<file path="src/rtl/core/blv_sqrt_pipe.sv">
module blv_sqrt_pipe #(
  parameter int IN_W = 60,
  parameter int PW   = 8
) (
  input  logic              clk,
  input  logic              rst,
  input  logic              en,
  input  logic              in_vld,
  input  logic [IN_W-1:0]   rad,
  input  logic [PW-1:0]     in_pay,
  output logic              out_vld,
  output logic [IN_W/2-1:0] root,
  output logic [PW-1:0]     out_pay
);

  localparam int N  = IN_W / 2;
  localparam int RW = N + 2;

  logic [RW-1:0]   rem_q  [N];
  logic [N-1:0]    root_q [N];
  logic [IN_W-1:0] rad_q  [N];
  logic [PW-1:0]   pay_q  [N];
  logic            vld_q  [N];

  for (genvar k = 0; k < N; k++) begin : g_stage
    logic [RW-1:0]   rem_in;
    logic [N-1:0]    root_in;
    logic [IN_W-1:0] rad_in;
    logic [PW-1:0]   pay_in;
    logic            vld_in;
    logic [RW-1:0]   rem2;
    logic [RW-1:0]   trial;
    logic            ge;

    if (k == 0) begin : g_first
      assign rem_in  = '0;
      assign root_in = '0;
      assign rad_in  = rad;
      assign pay_in  = in_pay;
      assign vld_in  = in_vld;
    end else begin : g_rest
      assign rem_in  = rem_q[k-1];
      assign root_in = root_q[k-1];
      assign rad_in  = rad_q[k-1];
      assign pay_in  = pay_q[k-1];
      assign vld_in  = vld_q[k-1];
    end

    assign rem2  = {rem_in[RW-3:0], rad_in[IN_W-1 -: 2]};
    assign trial = {root_in, 2'b01};
    assign ge    = rem2 >= trial;

    always_ff @(posedge clk) begin
      if (rst) begin
        vld_q[k] <= 1'b0;
      end else if (en) begin
        vld_q[k] <= vld_in;
      end
      if (en) begin
        rem_q[k]  <= ge ? rem2 - trial : rem2;
        root_q[k] <= {root_in[N-2:0], ge};
        rad_q[k]  <= rad_in << 2;
        pay_q[k]  <= pay_in;
      end
    end
  end

  assign out_vld = vld_q[N-1];
  assign root    = root_q[N-1];
  assign out_pay = pay_q[N-1];

endmodule

</file>
<file path="config.mk">
export PLATFORM = sky130hd
export DESIGN_NAME = blv_sqrt_pipe
export DESIGN_NICKNAME = d
export VERILOG_FILES = /design/src/rtl/core/blv_sqrt_pipe.sv
export SDC_FILE = /design/constraint.sdc
export NUM_CORES = 2
export LEC_CHECK = 0
export ABC_CLOCK_PERIOD_IN_PS = 8800
export BUFFER_PORTS_ARGS = -buffer_cell sky130_fd_sc_hd__buf_4
export CORE_ASPECT_RATIO = 0.9
export CORE_MARGIN = 1.5
export CORE_UTILIZATION = 25
export CTS_CLUSTER_SIZE = 28
export DETAILED_ROUTE_END_ITERATION = 10
export GPL_TIMING_DRIVEN = 0
export PLACE_DENSITY = 0.43
export SLEW_MARGIN = 20
export SYNTH_ARGS = -nofsm -noshare
export SYNTH_HDL_FRONTEND = slang
export SYNTH_SLANG_ARGS = --single-unit
</file>
<file path="constraint.sdc">
create_clock -name clk -period 8.8 [get_ports clk]
set_input_delay 0.88 -clock clk [delete_from_list [all_inputs] [get_ports clk]]
set_output_delay 0.88 -clock clk [all_outputs]
set_load 0.005 [all_outputs]
</file>
==> impl_metrics.csv <==
group,metric,value,unit
run_status,status,"finished, final reports clean",
setup_path,cp-start-kind,"flip-flop",
setup_path,crit_required,9.51,ns
route,firstDrtPassIters,6,
clocking,cts_made_buffers,296,
synth,ys.flop_type,"edfxtp_1",
job,cap_violations,0,
timing,period_needed,4.754,ns
synth,synth_top_area_frac,0.6676,
synth,synth_most_common_cell,"edfxtp_1",
setup_path,reg2reg_from,"root_q[1][345]",
setup_path,cp_cell_sequence,"inv_1 -> ha_1 -> clkbuf_1 -> a211o_1 -> a2111oi_0 -> o31ai_1 -> a21oi_1 -> o2111ai_1 -> nand2_1 -> clkbuf_1 -> clkbuf_1 -> nand2_1 -> o21ai_0",
place,dp_hpwl,169700,µm
synth,yosys-top-cells-area,"edfxtp_1 67%, ha_1 5.7%, xnor2_1 2.8%",
timing,hold_slack,0.1334,ns
timing,tightest_slew,1.130,ns
clocking,post_cts_buffers,0,
synth,ys_types,85,
die,core,0.4360,mm²
synth,synthCells,8197,
route,routed.top_layer,"met4",
die,die_w,700.4,µm
clocking,cts_htree_levels,5,
synth,avgSynthCellArea,13.35,µm²
clocking,clk_pin_slew,0.06,ns
synth,netlist_top_cells_count,"2433 x edfxtp_1, 633 x inv_1, 534 x nand2_1, 510 x a21oi_1, 497 x ha_1",
grt,grt_overflow,0,
route,wire_per_inst,16.50,µm
route,drc_errors,0,
synth,ys_ff_latch,2433,
synth,ys_async_sr_fraction,0,
synth,yosysSeqAreaShare,0.6676,
clocking,cts_tree,"built",
setup_path,critPathMaxStageDelay,0.55,ns
die,dieHeight,630.7,µm
timing,setup_tns,0,ns
die,io_pins,111,
setup_path,startpoint,"root_q[1][345]",
setup_path,critPathCaptureType,"flip-flop",
clocking,cts-root-buf,"clkbuf_16",
grt,grt_pass1_wl,378500,µm
place,port-buffer-count,110,
hold_path,hold_path_class,"primary input to flip-flop",
layout,nets,9194,
synth,ys_warn_count,0,
synth,synth_area,0.1094,mm²
clocking,clock_path_buffers,4,
timing,fmax,210.3,MHz
clocking,cts_sinks,2433,
power,leakagePower,0.04698,µW
power,powerDensity,269.4,mW/mm²
setup_path,critPathKind,"flip-flop to flip-flop",
power,ir_drop,212.9,µV
grt,grt_max_degree,153,
timing,period_share,0.5403,
synth,synth_nets,8766,
setup_path,crit_buf_inv,4,
clocking,cts_hold_buf,0,
die,dieArea,0.4418,mm²
die,rows,230,
synth,synth_edf_count,2433,
setup_path,crit_family,"compound AO/OA/AOI/OAI gates",
clocking,post_cts_resized,0,
timing,fin_worst_skew,0.05812,ns
hold_path,hold_start,"rad[53]",
route,met1_length,112600,µm
grt,antenna_found_initial,5,
grt,track_usage,0.1063,
setup_path,crit_top_cell,"clkbuf_1",
timing,rsz0062_at_grt,"false",
synth,synth_top_area_cell,"edfxtp_1",
timing,finalMaxSlewViolations,0,
route,antenna_left,0,
setup_path,slowest_stage,"clkbuf_1",
grt,grt_pass1_vias,64990,
layout,area_delta_synth_final,16.73,%
route,wl,241700,µm
die,start_util,0.2510,
clocking,insertion_delay,0.92,ns
route,met3_length,10480,µm
layout,final_layout_size_suffix_gt1_frac,0.07416,
place,place_congestion,0.8599,
setup_path,critical_path_arrival,5.46,ns
route,vias_per_cell,4.421,
setup_path,path_max_fanout,10,
route,drt_iter0_drc,4753,
route,vias,64750,
layout,fillers,43990,
timing,hold_viol_final,0,
timing,relSlewSlack,0.2397,
timing,finalSetupViolations,0,
route,met2_length,111600,µm
worst reg2reg max path, cell delays in order (launching register included):
cell and delay [ns]:
edfxtp_1 0.45, inv_1 0.09, ha_1 0.22, clkbuf_1 0.19
a211o_1 0.31, a2111oi_0 0.53, o31ai_1 0.29, a21oi_1 0.47
o2111ai_1 0.38, nand2_1 0.28, clkbuf_1 0.55, clkbuf_1 0.54
nand2_1 0.11, o21ai_0 0.15
sequential cells by signal (all words and copies together), names as in the netlist:
register / count
pay_q: 240
rad_q: 870
rem_q: 828
root_q: 465
vld_q: 30
area by class of cell:
class                      instances  area (µm²)  area share
clock buffer                     357        7679     0.06010
antenna                            2       5.005  0.00003918
tap                             5800        7257     0.05680
buffer                           164       625.6    0.004897
sequential                      2433       73060      0.5719
timing repair buffer             130        1353     0.01059
multi-input combinational       4964       33390      0.2614
clock inverter                   162        1997     0.01563
inverter                         636        2387     0.01869
per-layer routing:
layer  vias up  track usage
li1      31450            -
met1     31580       0.1447
met2      1300       0.1738
met3       424      0.01685
met4         0      0.03216
met5         -            0
logic make-up after synthesis:
logic type | count (synthesis) | share of synthesized area
AOI/OAI and AO/OA | 1652 | 0.09408
xor gates and xnor gates | 683 | 0.05466
adders and majority gates | 497 | 0.05682
buffers and inverters | 800 | 0.02753
DFF | 2433 | 0.6676
muxes | 49 | 0.004950
other | 1 | 0.00003426
and+or+nand+nor | 2082 | 0.09437
stage by stage:
step	total power, µW	std cells	setup slack, ns	util	area, µm²
2_1_floorplan	20070	8197	5.439	-	109400
3_3_place_gp	22830	14110	-17.17	0.2696	117500
3_5_place_dp	22430	14130	3.421	0.2708	118100
4_1_cts	35100	14650	3.970	0.2930	127700
5_1_grt	36400	14650	3.650	0.2930	127800
6_report	34410	14650	4.046	0.2930	127800
power breakdown:
| part | switching, µW | internal, µW |
|---|---|---|
| combinational | 4050 | 2620 |
| sequential | 864 | 14600 |
| clock | 5030 | 7240 |
| total | 9940 | 24500 |
worst paths after layout:
| kind | end | cells past startpoint | slack (ns) |
|---|---|---|---|
| max | rem_q[28][25] | 13 | 4.05 |
| min | rad_q[0][53] | 1 | 0.13 |
| max reg2reg | rem_q[28][25] | 13 | 4.05 |
| min reg2reg | rad_q[1][218] | 0 | 0.37 |
layout by cell type (no fill, tap or decap), types with 42 or more instances in the layout:
cell type  count
or3_1         78
clkbuf_1     204
clkinv_1      48
nand2b_1      72
buf_4        110
or4_1         57
o31ai_1       44
and2_1        59
o21bai_1      58
nor3_1       179
o21a_1        87
o21ai_0      419
clkbuf_16    298
nand3_1      152
nand4_1      101
nor4_1       115
a211oi_1      60
xnor2_1      347
nor2b_1       67
nand2_1      534
a21o_1       194
a21oi_1      510
xor2_1       336
inv_1        633
nor2_1       495
and3_1        42
ha_1         497
edfxtp_1    2433
Power figures use the tool's default switching activity.
