File: config.mk
export PLATFORM = sky130hd
export DESIGN_NAME = blv_div_pipe
export DESIGN_NICKNAME = d
export VERILOG_FILES = /design/src/rtl/core/blv_div_pipe.sv
export SDC_FILE = /design/constraint.sdc
export NUM_CORES = 2
export LEC_CHECK = 0
export BUFFER_PORTS_ARGS = -buffer_cell sky130_fd_sc_hd__buf_2
export CAP_MARGIN = 5
export CORE_MARGIN = 2
export CORE_UTILIZATION = 56
export CTS_BUF_LIST = sky130_fd_sc_hd__clkbuf_8 sky130_fd_sc_hd__clkbuf_16
export CTS_CLUSTER_DIAMETER = 60
export DETAILED_ROUTE_END_ITERATION = 12
export GPL_TIMING_DRIVEN = 0
export PLACE_DENSITY = 0.7
export SLEW_MARGIN = 20
export SYNTH_ARGS = -nofsm -noshare
export SYNTH_HDL_FRONTEND = slang
export SYNTH_SLANG_ARGS = --single-unit
export TNS_END_PERCENT = 50
File: constraint.sdc
create_clock -name clk -period 4.06 [get_ports clk]
set_clock_uncertainty 0.15 [all_clocks]
set_input_delay 0.406 -clock clk [delete_from_list [all_inputs] [get_ports clk]]
set_output_delay 0.406 -clock clk [all_outputs]
set_load 0.03 [all_outputs]
File: src/rtl/core/blv_div_pipe.sv
module blv_div_pipe #(
  parameter int NUM_W = 47,
  parameter int DEN_W = 12,
  parameter int LANES = 1,
  parameter int PW    = 8
) (
  input  logic                        clk,
  input  logic                        rst,
  input  logic                        en,
  input  logic                        in_vld,
  input  logic [LANES-1:0][NUM_W-1:0] num,
  input  logic [DEN_W-1:0]            den,
  input  logic [PW-1:0]               in_pay,
  output logic                        out_vld,
  output logic [LANES-1:0][NUM_W-1:0] quo,
  output logic [PW-1:0]               out_pay
);

  logic [LANES-1:0][DEN_W-1:0] rem_q [NUM_W];
  logic [LANES-1:0][NUM_W-1:0] nq_q  [NUM_W];
  logic [DEN_W-1:0]            den_q [NUM_W];
  logic [PW-1:0]               pay_q [NUM_W];
  logic                        vld_q [NUM_W];

  for (genvar k = 0; k < NUM_W; k++) begin : g_stage
    logic [LANES-1:0][DEN_W-1:0] rem_in;
    logic [LANES-1:0][NUM_W-1:0] nq_in;
    logic [DEN_W-1:0]            den_in;
    logic [PW-1:0]               pay_in;
    logic                        vld_in;
    logic [LANES-1:0][DEN_W-1:0] rem_next;
    logic [LANES-1:0][NUM_W-1:0] nq_next;

    if (k == 0) begin : g_first
      assign rem_in = '0;
      assign nq_in  = num;
      assign den_in = den;
      assign pay_in = in_pay;
      assign vld_in = in_vld;
    end else begin : g_rest
      assign rem_in = rem_q[k-1];
      assign nq_in  = nq_q[k-1];
      assign den_in = den_q[k-1];
      assign pay_in = pay_q[k-1];
      assign vld_in = vld_q[k-1];
    end

    for (genvar l = 0; l < LANES; l++) begin : g_lane
      logic [DEN_W:0] rem2;
      logic [DEN_W:0] diff;
      logic           ge;
      assign rem2 = {rem_in[l], nq_in[l][NUM_W-1]};
      assign diff = rem2 - {1'b0, den_in};
      assign ge   = rem2 >= {1'b0, den_in};
      assign rem_next[l] = ge ? diff[DEN_W-1:0] : rem2[DEN_W-1:0];
      assign nq_next[l]  = {nq_in[l][NUM_W-2:0], ge};
    end

    always_ff @(posedge clk) begin
      if (rst) begin
        vld_q[k] <= 1'b0;
      end else if (en) begin
        vld_q[k] <= vld_in;
      end
      if (en) begin
        rem_q[k] <= rem_next;
        nq_q[k]  <= nq_next;
        den_q[k] <= den_in;
        pay_q[k] <= pay_in;
      end
    end
  end

  assign out_vld = vld_q[NUM_W-1];
  assign quo     = nq_q[NUM_W-1];
  assign out_pay = pay_q[NUM_W-1];

endmodule

==> results.cfg <==
[sta]
worst_pin_slew_ns = 1.61
timing.fmax_mhz = 258
tns_ns = 0
setup_violations = 0
rsz0062_at_grt = false
final_max_slew_viol_count = 159
fin_crit_ns = 3.88
slew_headroom_pct = -7.49
post-route-period-util_pct = 95.5
hold_viol_final = 0
worst_slack_ns = 0.182

[clock_tree]
cts_root_buf = clkbuf_16
path_clk_slew_ns = 0.06
cts_resized = 0
cts_buffers = 374
cts_buffer_depth = 4
htree_levels = 5
cts_setup_buffers = 0
cts_tree = yes
cts_sinks = 3736
insertion_delay_ns = 0.92

[placement]
gp_routability_congestion = 0.879
place_ws_ns = -0.527
dp_cells = 11700
dp_hpwl_um = 128000
io_buffer_count = 126

[floorplan]
dieWidth_um = 516
fp.dieH_um = 516
row_count = 187
initial_utilization_pct = 56.4
fp.coreArea_um2 = 260000
die-area_um2 = 266000
pin_count = 127

[yosys]
syn_area_um2 = 147000
ys_ff_latch = 3736
yosys_most_used_dff = edfxtp_1
syn_inst = 8091
yosysWarnings = 0
syn_nets = 8761
synth.distinct_cells = 66
syn_area_per_cell_um2 = 18.1
synth-edff-count = 3736
ys_seq_area_share_pct = 76.5
async_flop_share_pct = 0

[global_route]
grt_usage_pct = 15.4
antenna_found_initial = 1
grt_pass1_wl_um = 335000
grt_max_degree = 160
grt_overflow_total = 0
grt_pass1_vias = 66500

[critical_path]
crit_chain = dlygate4sd3_1, buf_12, buf_16, buf_16, buf_16, buf_16
end_kind = flop
crit_arrival_ns = 4.21
cpPeakStageDelay_ns = 0.62
timing.critical_path.mode_cell = buf_16
crit_fanout = 266
slowest_stage = buf_16
cp-start-kind = primary input
critPathRequiredTime_ns = 4.40
crit_type = primary input to flop

[detailed_routing]
avgViaCountPerCell = 5.22
vias = 65600
antenna_left = 0
drt-pass1-iter-count = 6
routedWlPerCell_um = 16.4
drc = 0
drt_iter0_drc = 4296
drt_wl_total_um = 206000

[layout]
final_nets = 9418
final_cells = 12600
drive_gt1_share_pct = 13.3
syn_to_final_growth_pct = 13.3

[power_and_ir_drop]
power.leakage_uw = 0.0626
powerDensity_nw_per_um2 = 697
max-vdd-ir-drop_uv = 431

[flow_run]
maxCapViolCount = 0

[outcome]
outcome = finished, violations left
failed_checks = slew limit

[worst_hold_path]
min_path_type = primary input to flop
-- sequential cells by signal, summed over array words and instances (netlist names) --
name   cells
den_q    552
vld_q     47
rem_q    552
nq_q    2209
pay_q    376
-- area by class of cell --
class,instances,area [um2]
flip-flops and latches,3736,112000
fillers,17700,93800
multi-input cells,3570,30800
clock buffers,376,9410
well taps,3496,4370
clock inverters,320,3060
repair buffers,281,2670
inverters,694,2610
plain buffers,91,1050
diodes,1,2.50
-- worst paths after layout --
path	endpoint	slack [ns]	depth (start not counted)	startpoint
worst max-delay path	nq_q[2][627]$_DFFE_PP_	0.18	6	en
worst min-delay path	den_q[0][0]$_DFFE_PP_	0.1	2	den[0]
worst max register to register	rem_q[2][105]$_DFFE_PP_	0.81	9	rem_q[2][87]$_DFFE_PP_
worst min register to register	pay_q[1][4]$_DFFE_PP_	0.22	0	pay_q[0][124]$_DFFE_PP_
-- placed cells by master, fill, tap and decap left out, drive strengths merged, types with 10 or more instances in the layout --
master	n
nor4b	21
nor3	34
and3	41
mux2	432
mux2i	105
inv	780
ha	554
o211ai	16
fa	45
a21o	342
o21ai	159
nor2	257
bufinv	42
xnor2	258
clkinv	179
a2111oi	62
nor2b	116
a21boi	46
a21oi	314
o311ai	26
o31a	10
xor2	143
o21a	11
clkbuf	408
buf	198
clkinvlp	13
or4b	16
a31oi	84
bufbuf	14
and2	88
nand2b	51
edfxtp	3736
a311o	19
dlygate4sd3	128
nand3	111
nand2	157
-- metrics by stage --
| step | hold slack (ns) | area [um2] | util (%) | power (uW) |
|---|---|---|---|---|
| 2_1_floorplan | 0.250 | 147000 | - | 75400 |
| 3_3_place_gp | 0.250 | 152000 | 58.3 | 81300 |
| 3_5_place_dp | 0.255 | 152000 | 58.6 | 82300 |
| 4_1_cts | 0.00453 | 166000 | 63.9 | 117000 |
| 5_1_grt | 0.0300 | 166000 | 63.9 | 122000 |
| 6_report | 0.0955 | 166000 | 63.9 | 116000 |
-- synthesized netlist by cell type, drive strengths merged, types with 46 or more instances --
cell type,number,share of area [%]
xnor2,258,1.5
a21o,342,1.8
nand2b,51,0.22
nor2,257,0.66
o21ai,159,0.62
a21boi,46,0.24
mux2,432,3.6
a31oi,84,0.36
nor2b,116,0.49
nand3,111,0.38
nand2,157,0.40
edfxtp,3736,76
xor2,143,0.85
ha,554,4.7
a2111oi,62,0.88
inv,694,1.8
a21oi,314,1.2
mux2i,105,0.72
and2,88,0.39
-- layer usage --
| layer | part of all wire, % | track usage (%) | routed length (um) | up-vias |
|---|---|---|---|---|
| met4 | 3.0 | 5.25 | 6220 | 0 |
| met3 | 3.5 | 2.54 | 7130 | 429 |
| li1 | - | - | - | 32100 |
| met1 | 45 | 20.6 | 92100 | 32200 |
| met5 | 0 | 0 | 0 | - |
| met2 | 49 | 25.6 | 101000 | 939 |
-- power breakdown --
group / switching [uW] / internal [uW] / leakage (uW)
registers: 2360 / 49600 / 0.0366
logic: 14900 / 15100 / 0.0197
clock network: 14300 / 19700 / 0.00633
-- cell families after synthesis --
group	Yosys count	synth area share, %
buffers and inverters	785	2.49
and+or+nand+nor	911	3.16
muxes	537	4.32
AOI/OAI and AO/OA	1122	5.80
xor gates and xnor gates	401	2.39
adders and majority gates	599	5.34
DFF	3736	76.5
-- critical path, delay by kind of cell --
kind / cells / cell delay, ns
buf+inv: 6 / 2.82
-- timing repair --
action / in CTS / in global routing
setup endpoints to repair: 0 / 12
hold buffers: 129 / 0
hold endpoints to repair: 188 / 0
No activity file was read; power rests on OpenSTA's default activity.
